===== config.mk =====
export PLATFORM = sky130hd
export DESIGN_NAME = sensor_matrix_change_event_queue_top
export DESIGN_NICKNAME = d
export VERILOG_FILES = /design/src/design/smceq_pkg.sv /design/src/design/sensor_matrix_change_event_queue_top.sv /design/src/design/smceq_ctrl.sv /design/src/design/smceq_datapath.sv
export SDC_FILE = /design/constraint.sdc
export NUM_CORES = 2
export LEC_CHECK = 0
export BUFFER_PORTS_ARGS = -buffer_cell sky130_fd_sc_hd__clkbuf_2
export CORE_MARGIN = 2
export CORE_UTILIZATION = 50
export DETAILED_ROUTE_END_ITERATION = 10
export GPL_TIMING_DRIVEN = 0
export PLACE_DENSITY = 0.78
export SYNTH_ARGS = -nofsm -noshare
export SYNTH_HDL_FRONTEND = slang
export SYNTH_SLANG_ARGS = --single-unit

===== constraint.sdc =====
create_clock -name clk -period 6.5 [get_ports clk]
set_clock_uncertainty 0.15 [all_clocks]
set_input_delay 1.3 -clock clk [delete_from_list [all_inputs] [get_ports clk]]
set_output_delay 1.3 -clock clk [all_outputs]
set_load 0.03 [all_outputs]

===== src/design/smceq_pkg.sv =====
`timescale 1ns / 1ps
// ----------------------------------------------------------------------------
// Sensor matrix change event queue: shared package
// Field widths, command and event codes, controller types and helpers.
// ----------------------------------------------------------------------------
package smceq_pkg;

  localparam int QUEUE_DEPTH_DEF = 32;
  localparam int GRID_ROWS_DEF   = 8;
  localparam int GRID_COLS_DEF   = 8;

  localparam int KIND_W    = 3;
  localparam int MAP_W     = 64;
  localparam int TIME_W    = 32;
  localparam int IDX_W     = 8;
  localparam int QRY_W     = 4;
  localparam int EKIND_W   = 2;
  localparam int POS_W     = 3;
  localparam int BIT_W     = 6;
  localparam int CNT_OUT_W = 6;
  localparam int DROP_W    = 16;

  localparam logic [KIND_W-1:0] CMD_POLL        = 3'd0;
  localparam logic [KIND_W-1:0] CMD_SYNC        = 3'd1;
  localparam logic [KIND_W-1:0] CMD_PEEK        = 3'd2;
  localparam logic [KIND_W-1:0] CMD_CONSUME     = 3'd3;
  localparam logic [KIND_W-1:0] CMD_CLEAR_QUEUE = 3'd4;
  localparam logic [KIND_W-1:0] CMD_CLEAR_OVF   = 3'd5;

  localparam logic [EKIND_W-1:0] EVT_SYNCED = 2'd0;
  localparam logic [EKIND_W-1:0] EVT_PLACED = 2'd1;
  localparam logic [EKIND_W-1:0] EVT_LIFTED = 2'd2;

  typedef struct packed {
    logic [EKIND_W-1:0] kind;
    logic [POS_W-1:0]   row;
    logic [POS_W-1:0]   col;
    logic [TIME_W-1:0]  stamp;
  } event_t;

  typedef enum logic [2:0] {
    ST_IDLE,
    ST_EXEC,
    ST_SCAN,
    ST_LOOKUP,
    ST_FETCH
  } state_t;

  typedef struct packed {
    logic latch_in;
    logic apply;
    logic scan_step;
    logic lookup;
    logic load_out;
  } ctl_cmd_t;

  typedef struct packed {
    logic is_poll;
    logic scan_done;
    logic out_free;
  } ctl_status_t;

  function automatic logic [MAP_W-1:0] grid_mask(input int rows, input int cols);
    logic [MAP_W-1:0] m;
    m = '0;
    for (int r = 0; r < 8; r++) begin
      for (int c = 0; c < 8; c++) begin
        if (r < rows && c < cols) begin
          m[r*8+c] = 1'b1;
        end
      end
    end
    return m;
  endfunction

endpackage


===== src/design/sensor_matrix_change_event_queue_top.sv =====
`timescale 1ns / 1ps
// ----------------------------------------------------------------------------
// Sensor matrix change event queue: top level
// Change detection over a presence-sensor grid feeding an event ring queue.
// ----------------------------------------------------------------------------
// Usage: one command transaction enters on in_valid/in_stall and produces
// exactly one result transaction on out_valid/out_stall. A command is taken
// only when the block is idle; it then executes, looks up the peeked event in
// the ring memory (one registered read port) and loads the output register.
// A poll also scans the grid before the lookup, visiting one cell and
// pushing at most one event per cycle. The next command is taken in the
// cycle after the result is loaded. The result waits in the output register
// while the next command executes; if the receiver still stalls when that
// next result is ready, the block holds it and keeps in_stall high. Reset
// empties the queue, clears both maps and all statistics; ring data reaches
// the output only for a peek index below the entry count.
// ----------------------------------------------------------------------------
module sensor_matrix_change_event_queue_top #(
  parameter int QUEUE_DEPTH = smceq_pkg::QUEUE_DEPTH_DEF,
  parameter int GRID_ROWS   = smceq_pkg::GRID_ROWS_DEF,
  parameter int GRID_COLS   = smceq_pkg::GRID_COLS_DEF
) (
  input  logic                              clk,
  input  logic                              rst,
  input  logic                              in_valid,
  output logic                              in_stall,
  input  logic [smceq_pkg::KIND_W-1:0]      kind,
  input  logic [smceq_pkg::MAP_W-1:0]       sensor_bits,
  input  logic [smceq_pkg::TIME_W-1:0]      now_ms,
  input  logic [smceq_pkg::IDX_W-1:0]       peek_index,
  input  logic [smceq_pkg::IDX_W-1:0]       consume_count,
  input  logic [smceq_pkg::QRY_W-1:0]       query_row,
  input  logic [smceq_pkg::QRY_W-1:0]       query_col,
  output logic                              out_valid,
  input  logic                              out_stall,
  output logic [smceq_pkg::EKIND_W-1:0]     event_kind,
  output logic [smceq_pkg::POS_W-1:0]       event_row,
  output logic [smceq_pkg::POS_W-1:0]       event_col,
  output logic [smceq_pkg::TIME_W-1:0]      event_time,
  output logic [smceq_pkg::CNT_OUT_W-1:0]   queued_count,
  output logic                              overflow_flag,
  output logic [smceq_pkg::DROP_W-1:0]      dropped_count,
  output logic [smceq_pkg::CNT_OUT_W-1:0]   max_depth,
  output logic                              occupied,
  output logic                              was_lifted,
  output logic                              was_placed
);
  import smceq_pkg::*;

  ctl_cmd_t    cmd;
  ctl_status_t status;

  smceq_ctrl u_ctrl (
    .clk      (clk),
    .rst      (rst),
    .in_valid (in_valid),
    .in_stall (in_stall),
    .status   (status),
    .cmd      (cmd)
  );

  smceq_datapath #(
    .QUEUE_DEPTH (QUEUE_DEPTH),
    .GRID_ROWS   (GRID_ROWS),
    .GRID_COLS   (GRID_COLS)
  ) u_datapath (
    .clk           (clk),
    .rst           (rst),
    .cmd           (cmd),
    .status        (status),
    .kind          (kind),
    .sensor_bits   (sensor_bits),
    .now_ms        (now_ms),
    .peek_index    (peek_index),
    .consume_count (consume_count),
    .query_row     (query_row),
    .query_col     (query_col),
    .out_valid     (out_valid),
    .out_stall     (out_stall),
    .event_kind    (event_kind),
    .event_row     (event_row),
    .event_col     (event_col),
    .event_time    (event_time),
    .queued_count  (queued_count),
    .overflow_flag (overflow_flag),
    .dropped_count (dropped_count),
    .max_depth     (max_depth),
    .occupied      (occupied),
    .was_lifted    (was_lifted),
    .was_placed    (was_placed)
  );

endmodule


===== src/design/smceq_ctrl.sv =====
`timescale 1ns / 1ps
// ----------------------------------------------------------------------------
// Sensor matrix change event queue: controller
// Sequences accept, command execution, cell scan, ring lookup and output load.
// ----------------------------------------------------------------------------
module smceq_ctrl (
  input  logic                   clk,
  input  logic                   rst,
  input  logic                   in_valid,
  output logic                   in_stall,
  input  smceq_pkg::ctl_status_t status,
  output smceq_pkg::ctl_cmd_t    cmd
);
  import smceq_pkg::*;

  state_t state;
  state_t state_next;

  always_ff @(posedge clk) begin
    if (rst) begin
      state <= ST_IDLE;
    end else begin
      state <= state_next;
    end
  end

  always_comb begin
    state_next = state;
    case (state)
      ST_IDLE: begin
        if (in_valid) begin
          state_next = ST_EXEC;
        end
      end
      ST_EXEC: begin
        state_next = status.is_poll ? ST_SCAN : ST_LOOKUP;
      end
      ST_SCAN: begin
        if (status.scan_done) begin
          state_next = ST_LOOKUP;
        end
      end
      ST_LOOKUP: begin
        state_next = ST_FETCH;
      end
      ST_FETCH: begin
        if (status.out_free) begin
          state_next = ST_IDLE;
        end
      end
      default: begin
        state_next = ST_IDLE;
      end
    endcase
  end

  always_comb begin
    cmd      = '0;
    in_stall = 1'b1;
    case (state)
      ST_IDLE: begin
        in_stall     = rst;
        cmd.latch_in = in_valid && !rst;
      end
      ST_EXEC: begin
        cmd.apply = 1'b1;
      end
      ST_SCAN: begin
        cmd.scan_step = 1'b1;
      end
      ST_LOOKUP: begin
        cmd.lookup = 1'b1;
      end
      ST_FETCH: begin
        cmd.load_out = status.out_free;
      end
      default: begin
        in_stall = 1'b1;
      end
    endcase
  end

endmodule


===== src/design/smceq_datapath.sv =====
`timescale 1ns / 1ps
// ----------------------------------------------------------------------------
// Sensor matrix change event queue: datapath
// Occupancy maps, event ring memory, queue pointers, statistics, output stage.
// ----------------------------------------------------------------------------
module smceq_datapath #(
  parameter int QUEUE_DEPTH = smceq_pkg::QUEUE_DEPTH_DEF,
  parameter int GRID_ROWS   = smceq_pkg::GRID_ROWS_DEF,
  parameter int GRID_COLS   = smceq_pkg::GRID_COLS_DEF
) (
  input  logic                              clk,
  input  logic                              rst,
  input  smceq_pkg::ctl_cmd_t               cmd,
  output smceq_pkg::ctl_status_t            status,
  input  logic [smceq_pkg::KIND_W-1:0]      kind,
  input  logic [smceq_pkg::MAP_W-1:0]       sensor_bits,
  input  logic [smceq_pkg::TIME_W-1:0]      now_ms,
  input  logic [smceq_pkg::IDX_W-1:0]       peek_index,
  input  logic [smceq_pkg::IDX_W-1:0]       consume_count,
  input  logic [smceq_pkg::QRY_W-1:0]       query_row,
  input  logic [smceq_pkg::QRY_W-1:0]       query_col,
  output logic                              out_valid,
  input  logic                              out_stall,
  output logic [smceq_pkg::EKIND_W-1:0]     event_kind,
  output logic [smceq_pkg::POS_W-1:0]       event_row,
  output logic [smceq_pkg::POS_W-1:0]       event_col,
  output logic [smceq_pkg::TIME_W-1:0]      event_time,
  output logic [smceq_pkg::CNT_OUT_W-1:0]   queued_count,
  output logic                              overflow_flag,
  output logic [smceq_pkg::DROP_W-1:0]      dropped_count,
  output logic [smceq_pkg::CNT_OUT_W-1:0]   max_depth,
  output logic                              occupied,
  output logic                              was_lifted,
  output logic                              was_placed
);
  import smceq_pkg::*;

  localparam int PTR_W = (QUEUE_DEPTH > 1) ? $clog2(QUEUE_DEPTH) : 1;
  localparam int CNT_W = $clog2(QUEUE_DEPTH + 1);
  localparam int SUM_W = $clog2(2 * QUEUE_DEPTH);
  localparam logic [SUM_W-1:0]  DEPTH_S  = SUM_W'(QUEUE_DEPTH);
  localparam logic [CNT_W-1:0]  DEPTH_C  = CNT_W'(QUEUE_DEPTH);
  localparam logic [POS_W-1:0]  ROW_LAST = POS_W'(GRID_ROWS - 1);
  localparam logic [POS_W-1:0]  COL_LAST = POS_W'(GRID_COLS - 1);
  localparam logic [MAP_W-1:0]  GRID_MASK = grid_mask(GRID_ROWS, GRID_COLS);

  function automatic logic [PTR_W-1:0] wrap_add(input logic [SUM_W-1:0] a,
                                                 input logic [SUM_W-1:0] b);
    logic [SUM_W-1:0] s;
    s = a + b;
    if (s >= DEPTH_S) begin
      s = s - DEPTH_S;
    end
    return PTR_W'(s);
  endfunction

  // latched command
  logic [KIND_W-1:0] kind_q;
  logic [MAP_W-1:0]  snap_q;
  logic [TIME_W-1:0] now_q;
  logic [IDX_W-1:0]  peek_q;
  logic [IDX_W-1:0]  ncons_q;
  logic [QRY_W-1:0]  qrow_q;
  logic [QRY_W-1:0]  qcol_q;

  // architectural state
  logic [MAP_W-1:0]  current_map;
  logic [MAP_W-1:0]  previous_map;
  logic [PTR_W-1:0]  head_pointer;
  logic [CNT_W-1:0]  entry_count;
  logic              overflow_bit;
  logic [DROP_W-1:0] drop_counter;
  logic [CNT_W-1:0]  high_water;

  // scan position
  logic [POS_W-1:0]  scan_row;
  logic [POS_W-1:0]  scan_col;

  // ring memory
  event_t            ring [QUEUE_DEPTH];
  event_t            rd_data;
  logic              peek_ok;

  logic [BIT_W-1:0]  scan_idx;
  logic              cell_changed;
  logic              queue_full;
  logic [CNT_W-1:0]  count_inc;
  logic [CNT_W-1:0]  take;
  logic [PTR_W-1:0]  head_cons;
  logic [PTR_W-1:0]  push_slot;
  logic [PTR_W-1:0]  rd_addr;
  logic              mem_we;
  logic [PTR_W-1:0]  wr_addr;
  event_t            wr_data;
  logic              sync_apply;
  logic              qry_ok;
  logic [BIT_W-1:0]  qry_idx;

  assign scan_idx     = {scan_row, scan_col};
  assign cell_changed = current_map[scan_idx] ^ snap_q[scan_idx];
  assign queue_full   = (entry_count == DEPTH_C);
  assign count_inc    = entry_count + CNT_W'(1);
  assign take         = (IDX_W'(entry_count) < ncons_q) ? entry_count : CNT_W'(ncons_q);
  assign head_cons    = wrap_add(SUM_W'(head_pointer), SUM_W'(take));
  assign push_slot    = wrap_add(SUM_W'(head_pointer), SUM_W'(entry_count));
  assign rd_addr      = wrap_add(SUM_W'(head_pointer), SUM_W'(peek_q));
  assign sync_apply   = cmd.apply && (kind_q == CMD_SYNC);

  assign status.is_poll   = (kind_q == CMD_POLL);
  assign status.scan_done = (scan_row == ROW_LAST) && (scan_col == COL_LAST);
  assign status.out_free  = !out_valid || !out_stall;

  always_comb begin
    mem_we  = 1'b0;
    wr_addr = push_slot;
    wr_data = '{kind: snap_q[scan_idx] ? EVT_PLACED : EVT_LIFTED,
                row: scan_row, col: scan_col, stamp: now_q};
    if (sync_apply) begin
      mem_we  = 1'b1;
      wr_addr = '0;
      wr_data = '{kind: EVT_SYNCED, row: '0, col: '0, stamp: now_q};
    end else if (cmd.scan_step && cell_changed && !queue_full) begin
      mem_we = 1'b1;
    end
  end

  always_ff @(posedge clk) begin
    if (mem_we) begin
      ring[wr_addr] <= wr_data;
    end
    if (cmd.lookup) begin
      rd_data <= ring[rd_addr];
      peek_ok <= (IDX_W'(entry_count) > peek_q);
    end
  end

  always_ff @(posedge clk) begin
    if (cmd.latch_in) begin
      kind_q  <= kind;
      snap_q  <= sensor_bits;
      now_q   <= now_ms;
      peek_q  <= peek_index;
      ncons_q <= consume_count;
      qrow_q  <= query_row;
      qcol_q  <= query_col;
    end
  end

  always_ff @(posedge clk) begin
    if (rst) begin
      current_map  <= '0;
      previous_map <= '0;
      head_pointer <= '0;
      entry_count  <= '0;
      overflow_bit <= 1'b0;
      drop_counter <= '0;
      high_water   <= '0;
      scan_row     <= '0;
      scan_col     <= '0;
    end else begin
      if (cmd.apply) begin
        case (kind_q)
          CMD_POLL: begin
            previous_map <= current_map;
            scan_row     <= '0;
            scan_col     <= '0;
          end
          CMD_SYNC: begin
            current_map  <= snap_q & GRID_MASK;
            previous_map <= snap_q & GRID_MASK;
            head_pointer <= '0;
            entry_count  <= CNT_W'(1);
            overflow_bit <= 1'b0;
            drop_counter <= '0;
            high_water   <= CNT_W'(1);
          end
          CMD_CONSUME: begin
            head_pointer <= head_cons;
            entry_count  <= entry_count - take;
          end
          CMD_CLEAR_QUEUE: begin
            head_pointer <= '0;
            entry_count  <= '0;
          end
          CMD_CLEAR_OVF: begin
            overflow_bit <= 1'b0;
            drop_counter <= '0;
            high_water   <= entry_count;
          end
          default: begin
          end
        endcase
      end
      if (cmd.scan_step) begin
        if (scan_col == COL_LAST) begin
          scan_col <= '0;
          scan_row <= scan_row + POS_W'(1);
        end else begin
          scan_col <= scan_col + POS_W'(1);
        end
        if (cell_changed) begin
          current_map[scan_idx] <= snap_q[scan_idx];
          if (queue_full) begin
            overflow_bit <= 1'b1;
            if (drop_counter != '1) begin
              drop_counter <= drop_counter + DROP_W'(1);
            end
          end else begin
            entry_count <= count_inc;
            if (count_inc > high_water) begin
              high_water <= count_inc;
            end
          end
        end
      end
    end
  end

  assign qry_ok  = (qrow_q < QRY_W'(GRID_ROWS)) && (qcol_q < QRY_W'(GRID_COLS));
  assign qry_idx = {qrow_q[POS_W-1:0], qcol_q[POS_W-1:0]};

  always_ff @(posedge clk) begin
    if (rst) begin
      out_valid <= 1'b0;
    end else if (cmd.load_out) begin
      out_valid <= 1'b1;
    end else if (!out_stall) begin
      out_valid <= 1'b0;
    end
  end

  always_ff @(posedge clk) begin
    if (cmd.load_out) begin
      event_kind    <= peek_ok ? rd_data.kind  : EVT_SYNCED;
      event_row     <= peek_ok ? rd_data.row   : '0;
      event_col     <= peek_ok ? rd_data.col   : '0;
      event_time    <= peek_ok ? rd_data.stamp : '0;
      queued_count  <= CNT_OUT_W'(entry_count);
      overflow_flag <= overflow_bit;
      dropped_count <= drop_counter;
      max_depth     <= CNT_OUT_W'(high_water);
      occupied      <= qry_ok && current_map[qry_idx];
      was_lifted    <= qry_ok && previous_map[qry_idx] && !current_map[qry_idx];
      was_placed    <= qry_ok && !previous_map[qry_idx] && current_map[qry_idx];
    end
  end

endmodule


# Yosys cells after proc, flatten, opt, wreduce, memory -nomap -nowiden

Memory sizes are Yosys's and may differ from the RTL's. A register that Yosys moved wholly into a read port is not among the register bits.
Index checks and enable logic that the tools add are counted.

Multipliers: 0
Shifts and indexed selects: 0
Order comparisons: 11
Reduce and logical (&&, ||, !) cells: 31
Mux-type cells: 72
Eq/ne operators: 16
$add $sub $neg: 11
Div/mod/pow operators: 0
Bitwise operators: 1

Operator list:

| kind                                                       | number |
|---|---|
| 2-to-1 mux 64 bit                                          | 5 |
| one-hot mux 64 bit (2 select lines)                        | 1 |
| 2-to-1 mux 16 bit                                          | 6 |
| bitwise mux 64 bit                                         | 1 |
| 2-to-1 mux 6 bit                                           | 10 |
| 2-to-1 mux 40 bit                                          | 1 |
| 2-to-1 mux 3 bit                                           | 11 |
| binary-select mux 1 bit (select 6 bit)                     | 4 |
| 2-to-1 mux 1 bit                                           | 23 |
| 2-to-1 mux 5 bit                                           | 4 |
| adder 5 x 6 -> 6 bit                                       | 3 |
| >= comparator 6 bit, second input constant                 | 3 |
| one-hot mux 6 bit (3 select lines)                         | 1 |
| adder 16 x 1 -> 16 bit, second input constant              | 1 |
| != test 16 bit, second input constant                      | 1 |
| == test 3 bit, second input constant                       | 5 |
| one-hot mux 3 bit (5 select lines)                         | 1 |
| subtractor 5 x 1 -> 5 bit, second input constant           | 3 |
| less-than comparator 6 x 7 -> 1 bit, second input constant | 2 |
| logical AND 1 bit                                          | 12 |
| one-hot mux 6 bit (2 select lines)                         | 1 |
| one-hot mux 5 bit (2 select lines)                         | 1 |
| == test 3 x 2 -> 1 bit, second input constant              | 3 |
| greater-than comparator 6 x 8 -> 1 bit                     | 1 |
| other kinds (21)                                           | 38 |

Bits in latches: 0
Flip-flop bits (word level): 368
Memory bits (writable): 1280
Memories: 1
Memory bits (read-only): 0

Memory list:

| memory          | depth | bits a word | read ports | clocked after Yosys merged registers in | write ports | RTL line             | source |
|---|---|---|---|---|---|---|---|
| u_datapath.ring | 32    | 40          | 1          | 1                                       | 1           | smceq_datapath.sv:80 | `event_t ring [QUEUE_DEPTH];` |

# Depth between registers and ports, before layout

Depth in word-level cells: 9
Depth in mapped cells: 18
Mapped depth without buffers: 18

# Cells and area by module

Synthesis repeated with hierarchy kept, for this count alone.

Cells, all modules: 4063
Area, all modules: 68550.7 µm²

By module, submodules not included:

| module         | instances | cells an instance | area each (µm²) |
|---|---|---|---|
| smceq_datapath | 1         | 4034              | 68305.5 |
| smceq_ctrl     | 1         | 29                | 245.2 |

# Worst setup path after synthesis

OpenSTA, ideal clock, no wires.

Path type: flip-flop to flip-flop
Start point: reg u_datapath.scan_col[2]
End point: mem u_datapath.ring[0][0] (netlist name), enable pin
Data required time: 5.857 ns
Clock period less this slack: 5.964 ns
Cell stages (with the launch flop): 12
Setup slack: 0.536 ns
Arrival: 5.321 ns
Cells stage by stage: dfxtp_1 -> buf_2 -> buf_4 -> mux2i_1 -> o22ai_1 -> o31ai_1 -> o2111ai_1 -> nand4b_4 -> xnor2_2 -> buf_2 -> nand4b_1 -> o21ai_0

Word-level cells in the longest chain between the ends: 9
Elaborated cells on any way between the ends: 11
Those cells by class: mux: 8; bitwise: 1; reduce/logical: 2

RTL lines:

| what                                       | RTL line              | source |
|---|---|---|
| from (decl)                                | smceq_datapath.sv:77  | `logic [POS_W-1:0] scan_col;` |
| from (signal assigned)                     | smceq_datapath.sv:199 | `scan_col <= scan_col + POS_W'(1);` |
| binary-select mux 1 bit (select 6 bit)     | smceq_datapath.sv:100 | `assign cell_changed = current_map[scan_idx] ^ snap_q[scan_idx];` |
| 2-to-1 mux 1 bit (not written as such)     | smceq_datapath.sv:100 |  |
| XOR 1 bit (*)                              | smceq_datapath.sv:100 |  |
| logical AND 1 bit (*) (2 in a row)         | smceq_datapath.sv:122 | `end else if (cmd.scan_step && cell_changed && !queue_full) begin` |
| 2-to-1 mux 1 bit (*)                       | smceq_datapath.sv:122 |  |
| 2-to-1 mux 1 bit (*)                       | smceq_datapath.sv:118 | `if (sync_apply) begin` |
| 2-to-1 mux 1 bit (*)                       | smceq_datapath.sv:128 | `if (mem_we) begin` |
| 2-to-1 mux 1 bit (not written as such) (*) | smceq_datapath.sv:129 | `ring[wr_addr] <= wr_data;` |
| to (decl)                                  | smceq_datapath.sv:80  |  |

Every way passes the cells marked *; elsewhere a longest branch is shown, timed or not. The select of a mux whose other input is x is not followed.

# Final worst setup path

Start point: reg u_datapath.scan_col[0]
End point: mem u_datapath.ring[20][7] (netlist name), enable pin

The elaborated chain is that of the path after synthesis.

==> out/qor.csv <==
metric,value,unit
WHS,0.3101,ns
Reg2Reg Depth,11,
"Core Util, Final",57.74,%
placed cell count,6087,
Post-Synth Adder-Cell Area,0.8692,%
port bufs,200,
Avg WL per Cell,29.86,um
Yosys top cell area share,66.72,%
initial antenna violation count,4,
synth top area cells,"edfxtp_1, mux4_2, dfxtp_1",
# clock sinks,1688,
max incr delay on CP,1.06,ns
GPL Wtd Cong,0.9513,
CTS tree,yes,
status,"finished, violations left",
largest area contributor in the netlist,edfxtp_1,
Max H-tree Level,4,
global route overflow,0,
placed inst area,72710,um^2
RSZ-0062 raised after global routing,no,
pin count of the biggest net entering global routing,63,
"FFs w/ async S/R, synth",0,%
FF-to-FF End,u_datapath.ring[20][7],
Worst path depth,11,
cts bufs inserted,165,
CP max FO,21,
Seq cells post-synth,1688,
Reg2Reg Launch Point,u_datapath.scan_col[0],
clock buffer depth,3,
Worst slew margin,-9.374,%
Final ANT Viol Nets,0,
fin crit share,95.24,%
Crit. End Element,register,
Placement Rows,135,
cells along the critical path,nand2b_1 -> buf_1 -> o22ai_1 -> o31ai_1 -> o2111ai_1 -> nand4b_4 -> xnor2_4 -> buf_2 -> nand4b_1 -> nor2_4 -> buf_12,
Fill cells,9756,
drt via density,6.421,
post-route cell area,78210,um^2
maximum vdd drop,0.2712,mV
leading cell types by count after synthesis,"edfxtp_1, nand2_1, mux4_2",
xor and xnor area share after synthesis,0.3062,%
Simple-Gate Fraction of Synth Area,7.440,%
post-DP HPWL,120200,um
final WL,191300,um
die height,373.4,um
register area share after synthesis,71.77,%
Setup CP Type,register to register,
post-synthesis cell area,68230,um^2
Buf/Inv on CP,3,
die area,139400,um^2
core region area,135500,um^2
Crit-path slowest cell,nor2_4,
"delay-heaviest family, CP",simple AND/OR/NAND/NOR gates,
Ys Warns,0,
global-route usage over all layers,26.94,%
1st-pass router iterations,8,
Startpoint Class,register,
Starting Density,50.37,%
mux cell area share after synthesis,14.41,%
Max-Cap Viols,1,
Post-synth top flop,edfxtp_1,
worst-margin pin slew,1.641,ns
maximum clock frequency,0.1615,GHz
worst setup path startpoint,u_datapath.scan_col[0],
distinct cell type count of the synthesized netlist,70,
post-synthesis cell count,4056,
Ports,201,
number of synthesized flops with an enable pin,1516,
crit path capture,u_datapath.ring[20][7],
Die X,373.4,um
Non-Filler Instances,6406,
Slew Limit Fails,6,
flop-to-flop setup slack,0.31,ns
failing checks,"max-capacitance violations, max-slew violations",
clk_lat worst skew,0.81,ns
WP data required,6.84,ns
area delta synth->final,14.63,%
Hold/Removal Path Class,register to register,
drt initial violations,5929,
Worst Path Arrival,6.53,ns
main combinational cell family by area after synthesis,multiplexers,
leakage power,0.02537,uW
Root Driver,clkbuf_16,
drt drc,0,
CTS Hold Buffers Added,0,
post-synthesis compound-gate area fraction,3.510,%
hold depth,0,
vias in the first global route,40645,
min Tclk post-route,6.190,ns
Nets,4657,
total negative slack,0,ns
Synthesized Nets,4228,
Pwr Density,297.8,nW/um^2
Syn Area/Cell,16.82,um^2
routed vias,41134,
most frequent cell after synthesis,edfxtp_1,
fraction of layout instances using a drive strength above 1,21.09,%
Hold Fails Final Rpt,0,
clock transition at the registers of the reported paths,0.06,ns
final setup fails,0,
first-pass GRT wire length,274700,um
[metrics by stage]
| stage | total power (uW) | worst slack [ns] |
|---|---|---|
| finish | 23290 | 0.3096 |
| CTS | 23330 | 0.06688 |
| global placement | 13800 | -4.642 |
| floorplan | 13230 | 0.5360 |
| global route | 23830 | 0.1892 |
| detailed placement | 13850 | 0.1571 |
[placed cells by master (no fill, tap or decap), drive strengths merged, types with 74 or more instances in the layout]
cell | netlist | routed
edfxtp | 1516 | 1516
mux2i | 120 | 120
clkinv | 0 | 74
mux4 | 361 | 361
dfxtp | 172 | 172
clkbuf | 181 | 580
nor2 | 193 | 197
a211oi | 77 | 77
nand2 | 485 | 485
nand3 | 250 | 250
buf | 72 | 130
[routing by layer]
layer	vias up	wire length (um)	global-route usage [%]
met5	-	0	0
met4	0	9180	12.46
met3	501	21730	5.394
met2	3117	90370	42.54
met1	20686	70000	36.37
li1	16830	-	-
[registers in the layout, summed over array words and instances (netlist names), 4 cells and up]
| signal | cells |
|---|---|
| u_datapath.high_water | 6 |
| u_datapath.head_pointer | 5 |
| u_datapath.queued_count | 6 |
| u_datapath.current_map | 64 |
| u_datapath.ncons_q | 8 |
| u_datapath.ring | 1280 |
| u_datapath.qrow_q | 4 |
| u_datapath.qcol_q | 4 |
| u_datapath.now_q | 32 |
| u_datapath.max_depth | 6 |
| u_datapath.dropped_count | 16 |
| u_datapath.previous_map | 64 |
| u_datapath.rd_data | 40 |
| u_datapath.peek_q | 8 |
| u_datapath.drop_counter | 16 |
| u_datapath.entry_count | 6 |
| u_datapath.snap_q | 64 |
| u_datapath.event_time | 32 |
[cells by family after synthesis]
group / count (synthesis)
AND/OR/NAND/NOR: 1122
adder cells (fa/ha/maj): 45
AO/OA/AOI/OAI: 355
flip-flops: 1688
multiplexers: 524
XOR/XNOR: 23
buffers and inverters: 299
[where the power goes]
group          switching [uW]  total [uW]  internal, uW
registers                 212       12200         12000
clock network            4200        9600          5400
logic                     963        1490           524
[repair_timing]
| item | in CTS | in global routing |
|---|---|---|
| resized for setup | 0 | 2 |
| setup buffers | 0 | 8 |
| endpoints found under the setup margin | 0 | 175 |
[how the worst min path moves through the flow]
stage	startpoint	to	slack [ns]
floorplan	u_datapath.overflow_bit	u_datapath.overflow_flag	0.26
global placement	u_datapath.high_water[5]	u_datapath.max_depth[5]	0.27
detailed placement	u_datapath.high_water[5]	u_datapath.max_depth[5]	0.29
CTS	u_datapath.high_water[2]	u_datapath.max_depth[2]	0.31
global route	u_datapath.high_water[2]	u_datapath.max_depth[2]	0.31
finish	u_datapath.high_water[2]	u_datapath.max_depth[2]	0.31
[cell type report]
type	instances	area (um^2)	area share [%]
inverter	46	172.7	0.2208
antenna	1	2.502	0.003199
clock inverter	107	1061	1.357
timing repair buffer	258	2004	2.563
multi-input combinational	2073	18450	23.59
tap	1781	2228	2.849
sequential	1688	48970	62.61
buffer	253	987.2	1.262
clock buffer	199	4339	5.548
No activity file was read; power rests on OpenSTA's default activity.
